<file path="src/rtl/qalu_pkg.sv">
// Package for the quaternion Q16.16 ALU: payload structs, action codes,
// term tables and saturating arithmetic helpers. No dependencies.
package qalu_pkg;

  localparam logic [2:0] ACT_PRODUCT = 3'd0;
  localparam logic [2:0] ACT_ADD     = 3'd1;
  localparam logic [2:0] ACT_SUB     = 3'd2;
  localparam logic [2:0] ACT_DOT     = 3'd3;
  localparam logic [2:0] ACT_CONJ    = 3'd4;
  localparam logic [2:0] ACT_NEG     = 3'd5;
  localparam logic [2:0] ACT_SCALE   = 3'd6;
  localparam logic [2:0] ACT_HEMI    = 3'd7;

  localparam logic [31:0] Q_MAX = 32'h7FFF_FFFF;
  localparam logic [31:0] Q_MIN = 32'h8000_0000;

  typedef logic [31:0]            q_t;
  typedef logic [3:0][31:0]       quat_t;
  typedef logic [3:0][63:0]       wquat_t;
  typedef logic [3:0][3:0][63:0]  prod_t;
  typedef logic [4:0][3:0][31:0]  terms_t;
  typedef logic [4:0][31:0]       sums_t;

  typedef struct packed {
    logic        [2:0]  action;
    logic signed [31:0] a_w;
    logic signed [31:0] a_x;
    logic signed [31:0] a_y;
    logic signed [31:0] a_z;
    logic signed [31:0] b_w;
    logic signed [31:0] b_x;
    logic signed [31:0] b_y;
    logic signed [31:0] b_z;
    logic signed [31:0] scalar;
  } in_item_t;

  typedef struct packed {
    logic signed [31:0] r_w;
    logic signed [31:0] r_x;
    logic signed [31:0] r_y;
    logic signed [31:0] r_z;
    logic signed [31:0] dot_value;
    logic               flipped;
  } out_item_t;

  typedef struct packed {
    logic       valid;
    logic [2:0] action;
  } ctrl_t;

  typedef struct packed {
    quat_t simple;
    quat_t neg_a;
    quat_t a;
  } side_t;

  // Sum rows: r_w, r_x, r_y, r_z, dot. Step k uses a[k] times b[TERM_B[row][k]].
  localparam logic [4:0][3:0][1:0] TERM_B = '{
    '{2'd3, 2'd2, 2'd1, 2'd0},
    '{2'd0, 2'd1, 2'd2, 2'd3},
    '{2'd1, 2'd0, 2'd3, 2'd2},
    '{2'd2, 2'd3, 2'd0, 2'd1},
    '{2'd3, 2'd2, 2'd1, 2'd0}
  };

  // Set bit k: step k subtracts its term.
  localparam logic [4:0][3:0] TERM_NEG = '{4'b0000, 4'b0100, 4'b0010, 4'b1000, 4'b1110};

  function automatic q_t sat33(input logic [32:0] v);
    if (v[32] != v[31]) begin
      return v[32] ? Q_MIN : Q_MAX;
    end
    return v[31:0];
  endfunction

  function automatic q_t qadd(input q_t a, input q_t b);
    return sat33({a[31], a} + {b[31], b});
  endfunction

  function automatic q_t qsub(input q_t a, input q_t b);
    return sat33({a[31], a} - {b[31], b});
  endfunction

  function automatic q_t qneg(input q_t a);
    return sat33(33'd0 - {a[31], a});
  endfunction

  function automatic q_t qstep(input q_t acc, input q_t t, input logic sub);
    return sub ? qsub(acc, t) : qadd(acc, t);
  endfunction

  // Round to nearest (ties up), drop 16 fraction bits, saturate.
  function automatic q_t qround(input logic [63:0] p);
    logic [63:0] r;
    r = p + 64'd32768;
    if (r[63:47] != {17{r[63]}}) begin
      return r[63] ? Q_MIN : Q_MAX;
    end
    return r[47:16];
  endfunction

endpackage

</file>
<file path="src/rtl/qalu_sum.sv">
// Accumulate stages: three saturating add/subtract steps per sum, then the
// final result select into the output register. Depends on qalu_pkg.
module qalu_sum (
  input  logic                clk,
  input  logic                rst_n,
  input  qalu_pkg::ctrl_t     ctrl_i,
  input  qalu_pkg::terms_t    terms_i,
  input  qalu_pkg::side_t     side_i,
  output logic                out_valid,
  output qalu_pkg::out_item_t out_data
);
  import qalu_pkg::*;

  sums_t     acc1_nxt;
  sums_t     acc2_nxt;
  sums_t     fin;
  quat_t     rq;
  logic      hemi_neg;
  out_item_t out_nxt;

  logic                  s3_valid_r;
  logic [2:0]            s3_action_r;
  sums_t                 s3_acc_r;
  logic [4:0][1:0][31:0] s3_tail_r;
  side_t                 s3_side_r;

  logic       s4_valid_r;
  logic [2:0] s4_action_r;
  sums_t      s4_acc_r;
  sums_t      s4_last_r;
  side_t      s4_side_r;

  logic      out_valid_r;
  out_item_t out_data_r;

  always_comb begin
    for (int c = 0; c < 5; c++) begin
      acc1_nxt[c] = qstep(terms_i[c][0], terms_i[c][1], TERM_NEG[c][1]);
      acc2_nxt[c] = qstep(s3_acc_r[c], s3_tail_r[c][0], TERM_NEG[c][2]);
      fin[c]      = qstep(s4_acc_r[c], s4_last_r[c], TERM_NEG[c][3]);
    end
  end

  assign hemi_neg = fin[4][31];

  always_comb begin
    rq              = s4_side_r.simple;
    out_nxt.flipped = 1'b0;
    unique case (s4_action_r)
      ACT_PRODUCT: begin
        rq = fin[3:0];
      end
      ACT_DOT: begin
        rq = '0;
      end
      ACT_HEMI: begin
        rq              = hemi_neg ? s4_side_r.neg_a : s4_side_r.a;
        out_nxt.flipped = hemi_neg;
      end
      default: begin
        rq = s4_side_r.simple;
      end
    endcase
    out_nxt.r_w       = rq[0];
    out_nxt.r_x       = rq[1];
    out_nxt.r_y       = rq[2];
    out_nxt.r_z       = rq[3];
    out_nxt.dot_value = fin[4];
  end

  always_ff @(posedge clk) begin
    if (!rst_n) begin
      s3_valid_r  <= 1'b0;
      s4_valid_r  <= 1'b0;
      out_valid_r <= 1'b0;
    end else begin
      s3_valid_r  <= ctrl_i.valid;
      s4_valid_r  <= s3_valid_r;
      out_valid_r <= s4_valid_r;
    end
  end

  always_ff @(posedge clk) begin
    s3_action_r <= ctrl_i.action;
    s3_acc_r    <= acc1_nxt;
    for (int c = 0; c < 5; c++) begin
      s3_tail_r[c] <= terms_i[c][3:2];
      s4_last_r[c] <= s3_tail_r[c][1];
    end
    s3_side_r   <= side_i;
    s4_action_r <= s3_action_r;
    s4_acc_r    <= acc2_nxt;
    s4_side_r   <= s3_side_r;
    out_data_r  <= out_nxt;
  end

  assign out_valid = out_valid_r;
  assign out_data  = out_data_r;

  a_flip_neg_dot: assert property (@(posedge clk) disable iff (!rst_n)
    (out_valid_r && out_data_r.flipped) |-> out_data_r.dot_value[31])
    else $error("flipped result with non-negative dot product");

  a_dot_zero: assert property (@(posedge clk) disable iff (!rst_n)
    (s4_valid_r && s4_action_r == ACT_DOT) |=>
    (out_valid_r && out_data_r.r_w == '0 && out_data_r.r_x == '0 &&
     out_data_r.r_y == '0 && out_data_r.r_z == '0 && !out_data_r.flipped))
    else $error("dot action left a nonzero quaternion");

  a_advance: assert property (@(posedge clk) disable iff (!rst_n)
    s4_valid_r |=> out_valid_r)
    else $error("item dropped at output stage");

  a_reset_clear: assert property (@(posedge clk) !rst_n |=> !out_valid_r)
    else $error("result strobe after reset");

endmodule
</file>
<file path="config.mk">
export PLATFORM = sky130hd
export DESIGN_NAME = qalu_sum
export DESIGN_NICKNAME = d
export VERILOG_FILES = /design/src/rtl/qalu_pkg.sv /design/src/rtl/qalu_sum.sv
export SDC_FILE = /design/constraint.sdc
export NUM_CORES = 2
export LEC_CHECK = 0
export BUFFER_PORTS_ARGS = -buffer_cell sky130_fd_sc_hd__buf_2
export CAP_MARGIN = 20
export CELL_PAD_IN_SITES_DETAIL_PLACEMENT = 0
export CELL_PAD_IN_SITES_GLOBAL_PLACEMENT = 1
export CORE_AREA = 2 2 459 461
export CTS_BUF_LIST = sky130_fd_sc_hd__clkbuf_8
export CTS_CLUSTER_DIAMETER = 100
export CTS_CLUSTER_SIZE = 12
export DETAILED_ROUTE_END_ITERATION = 6
export DIE_AREA = 0 0 461 463
export GPL_ROUTABILITY_DRIVEN = 0
export MAX_ROUTING_LAYER = met4
export PLACE_DENSITY = 0.69
export SLEW_MARGIN = 30
export SYNTH_ARGS = -nofsm -noshare
export SYNTH_HDL_FRONTEND = slang
export SYNTH_SLANG_ARGS = --single-unit
</file>
<file path="constraint.sdc">
create_clock -name clk -period 8.4 [get_ports clk]
set_input_delay 0.42 -clock clk [delete_from_list [all_inputs] [get_ports clk]]
set_output_delay 0.42 -clock clk [all_outputs]
set_load 0.02 [all_outputs]
</file>
# ---- Word-level counts from Yosys, hierarchy flattened
# Cells that the tools add are included.
dict set report word_totals {
  output_inout_bits 162
  inputBits 1030
  regBits 1738
  wordCells 155
}
dict set report op_classes {
  n_eq_ne 17
  add_sub_neg 15
  reduce_logical 1
  n_mux 62
}
# operator n
set op_table {}
lappend op_table {{32-bit 2-to-1 mux} 45}
lappend op_table {{128-bit one-hot mux with 3 select lines} 1}
lappend op_table {{32-bit by 32-bit adder with 33-bit output} 9}
lappend op_table {{32-bit by 32-bit subtractor with 33-bit output} 6}
lappend op_table {{128-bit 2-to-1 mux} 1}
lappend op_table {{1-bit 2-to-1 mux} 15}
lappend op_table {{1-bit inequality test} 15}
lappend op_table {{3-bit by 2-bit equality test with 1-bit output (second input constant)} 1}
lappend op_table {{3-bit equality test (second input constant)} 1}
lappend op_table {{3-bit logical NOT} 1}

# ---- Logic depth before layout (Yosys ltp)
dict set report depth {
  depth_word 6
  depth_mapped 21
}

# ---- Worst setup path before layout
# Ideal clock, no wire load.
dict set report synth_path {
  kind {register -> register}
  start {register s4_acc_r[128] (netlist name)}
  end {register out_data_r (netlist bit out_data[90])}
  synth_period_minus_slack_ns 4.214
  stages_incl_launch_ff 22
  arrival_ns 4.127
  setup_ns 0.087
  setup_slack_ns 4.186
  path_cell_list {dfxtp_1 ha_1 fa_1 a21o_1 a21o_1 a21oi_1 o41ai_2 a31oi_1 o21ai_1 a211oi_2 nor3b_2 o22ai_1 ha_1 nor2_1 inv_1 clkbuf_1 clkbuf_1 clkbuf_1 nand2_1 a21oi_1 a21oi_1 o31ai_1}
}
# item line_no
set synth_lines {}
lappend synth_lines {{from (decl)} qalu_sum.sv:29} ;# sums_t s4_acc_r;
lappend synth_lines {{from (signal assigned)} qalu_sum.sv:92} ;# s4_acc_r <= acc2_nxt;
lappend synth_lines {{to (signal assigned)} qalu_sum.sv:94} ;# out_data_r <= out_nxt;
lappend synth_lines {{to (decl)} qalu_sum.sv:34} ;# out_item_t out_data_r;

==> reports/results.ini <==
[sta]
maxSlewViolCount=0
setup_tns_ns=0
grt_setup_unrepaired=no
finClkSkew_ns=0.0549
hold_viol_final=0
timing.fmax_mhz=178
min_period_over_period=0.669
slew_headroom=0.331
min_period_ns=5.62
setup_viol=0
worst_pin_slew_ns=1.00

[setup_path]
crit_required_ns=9.21
cp_max_fo=65
crit_path_start_kind=flop
worstSetupPathType=reg -> reg
regToRegSetupSlack_ns=2.78
path_cells=ha_1, a211oi_1, nand2b_1, o211ai_2, o31ai_1, a221o_1, o311ai_1, a41o_1, o21ai_0, xor2_1, inv_1, ha_1, nor2_4, inv_6, buf_12, nand2_1, a21oi_1, a21oi_1, nand3_1, a21oi_1, and3b_1
slowest_delay_ns=0.59
cp_top_family=compound AO/OA/AOI/OAI gates
crit_arrival_ns=6.43
worst_path_max_delay_cell=nor2_4
crit_buf_inv=3
path_common_cell=a21oi_1
cp-end-kind=flop

[cells_and_area]
nets=10500
final_area_um2=90300
area_delta_synth_final_pct=37.4
drive_gt1_frac=0.171

[synthesis]
ys_warn_count=0
avgSynthCellArea_um2=10.1
syn_area_um2=65700
synth_cells=6509
ys_seq_elements=1738
synth_edf_count=0
ys_types=108
synth_largest_area_cell=dfxtp_1
synth_top_flop_cell=dfxtp_1
yosysSeqAreaShare=0.530
syn_nets=8042
async_flop_share=0
ys_top_cells_by_area=dfxtp_1, ha_1, a21oi_1, o21ai_0, xnor2_1
synth_top_area_frac=0.530

[pwr]
ir_worst_vdd_uv=202
intPower_mw=15.7
power.share.clock=0.185
p_seq_frac=0.381
netSwitchingFraction=0.400
p_sw_mw=10.5
power_density_nw_per_um2=291
p_leak_nw=40.5
combPwrFrac=0.434

[floorplan]
die_area_um2=213000
io_pins=1192
die_w_um=461
rows=168
core_um2=209000
die_h_um=463
initial_core_util=0.315

[placed_design]
post-dp-hpwl_um=181000
io_buffers=1191
dpl_cell_area_um2=74700

[clock_tree]
cts-buffers-inserted=168
htreeDepth=4
clk_pin_slew_worst_paths_ns=0.08
clkSinkCount=1738
cts_root_buffer=clkbuf_8
clk_latency_ns=0.97
cts_tree=done
cts_buffer_depth=3
postCtsSetupBuffers=0

[global_routing]
grt_max_degree=66
antenna_found_initial=95
grt_usage=0.222
grt_pass1_vias=57800
grt_pass1_wl_um=353000
overflow=0

[route]
routed_wl_um=240000
vias_per_cell=4.77
postRouteAntennaNets=0
post-route-drc-count=0
wl_per_cell_um=20.1
first_iter_violations=3352
vias=56700
drtPass1Iterations=7

[run_status]
outcome=completed

[hold_path]
hp-class=in -> reg

[flow_run]
maxCapViolations=0

## cell type report
| cell class | instances | area [µm²] |
|---|---|---|
| clock inverters | 26 | 315 |
| multi-input cells | 4264 | 29000 |
| inverters | 338 | 1270 |
| flip-flops and latches | 1738 | 34800 |
| well taps | 2805 | 3510 |
| clock buffers | 171 | 2350 |
| repair buffers | 2480 | 18900 |
| fillers | 19900 | 118000 |
| diodes | 79 | 198 |
## placed cells by master, fill, tap and decap left out, types with 21 or more instances in the layout
cell,n
o211ai_1,31
nor2_1,352
nand2b_1,70
o21a_1,60
a21o_1,201
dfxtp_1,1738
clkbuf_8,171
xor2_1,146
diode_2,79
o21bai_1,71
inv_1,338
and3_1,43
maj3_1,60
nor2b_1,54
a211oi_1,38
nand3_1,91
a21oi_1,740
ha_1,486
and2_1,26
a31oi_1,40
o21ai_0,449
buf_4,21
o31ai_1,32
nand4_1,45
o21ai_1,22
nor3_1,75
buf_2,1191
nand2_1,494
xnor2_1,245
dlygate4sd3_1,1265
## path summary, 6_finish.rpt
| path | from | to | cells past startpoint |
|---|---|---|---|
| worst min register to register | s3_side_r[83]$_DFF_P_ | s4_side_r[83]$_DFF_P_ | 0 |
| worst max register to register | s4_acc_r[134]$_DFF_P_ | out_data[92]$_DFF_P_ | 21 |
| worst max-delay path | s4_acc_r[134]$_DFF_P_ | out_data[92]$_DFF_P_ | 21 |
| worst min-delay path | side_i[71] | s3_side_r[71]$_DFF_P_ | 2 |
## synth_stat cells, drive strengths merged (13+ instances only)
cell / count
dfxtp: 1738
a21oi: 747
nand2: 501
ha: 488
o21ai: 483
nor2: 362
inv: 337
xnor2: 247
a21o: 201
xor2: 147
clkbuf: 116
nand3: 94
nor3: 77
o21bai: 71
nand2b: 70
maj3: 60
o21a: 60
nor2b: 54
buf: 53
nand4: 46
and3: 44
a211oi: 41
a31oi: 41
o31ai: 36
o211ai: 35
and2: 27
a31o: 20
and4: 19
a221oi: 17
a41oi: 16
a211o: 15
fa: 15
a221o: 14
mux2i: 14
nor4: 14
o31a: 14
or3: 14
a21boi: 13
or2: 13
## power by group through the flow
stage | Combinational [mW] | Clock [mW] | Sequential [mW]
floorplan | 7.05 | 0 | 10.2
global placement | 10.7 | 0 | 10.2
detailed placement | 10.7 | 0 | 10.2
CTS | 11.3 | 5.03 | 10.0
global route | 12.5 | 5.33 | 10.1
finish | 11.4 | 4.85 | 9.99
## per-layer routing
metal	global-route usage	vias up	share of wire	routed length, µm
met3	0.0393	476	0.051	12300
met4	0.0944	0	0.046	10900
met1	0.270	26900	0.44	105000
met5	-	-	0	0
li1	-	27600	-	-
met2	0.359	1740	0.47	111000
## flip-flops by register name (all words and copies together) (netlist names), 3 cells and up
name and cells:
out_data 161, s3_acc_r 160, s3_action_r 3, s3_side_r 384
s3_tail_r 320, s4_acc_r 160, s4_action_r 3, s4_last_r 160
s4_side_r 384
## per-stage QoR
stage          setup slack, ns  total power [mW]  utilization  hold slack (ns)  std cells
2_1_floorplan             4.19              17.3            -            0.310       6509
3_3_place_gp              2.41              20.9        0.358            0.310      10400
3_5_place_dp              2.82              20.9        0.358            0.312      10400
4_1_cts                   2.76              26.4        0.432        0.0000715      11800
5_1_grt                   2.24              27.9        0.433           0.0122      11900
6_report                  2.78              26.2        0.433            0.111      11900
## timing repair
action / in CTS / in global routing
endpoints found under the hold margin: 832 / 1
gates resized for setup: 0 / 0
hold buffers: 1264 / 1
## cells by family after synthesis
| kind of cell | synth area share |
|---|---|
| simple gates | 0.0964 |
| flops | 0.530 |
| fa+ha+maj | 0.107 |
| mux | 0.00248 |
| buf+inv | 0.0307 |
| xor+xnor | 0.0531 |
| compound gates | 0.181 |
Power figures use the tool's default switching activity.
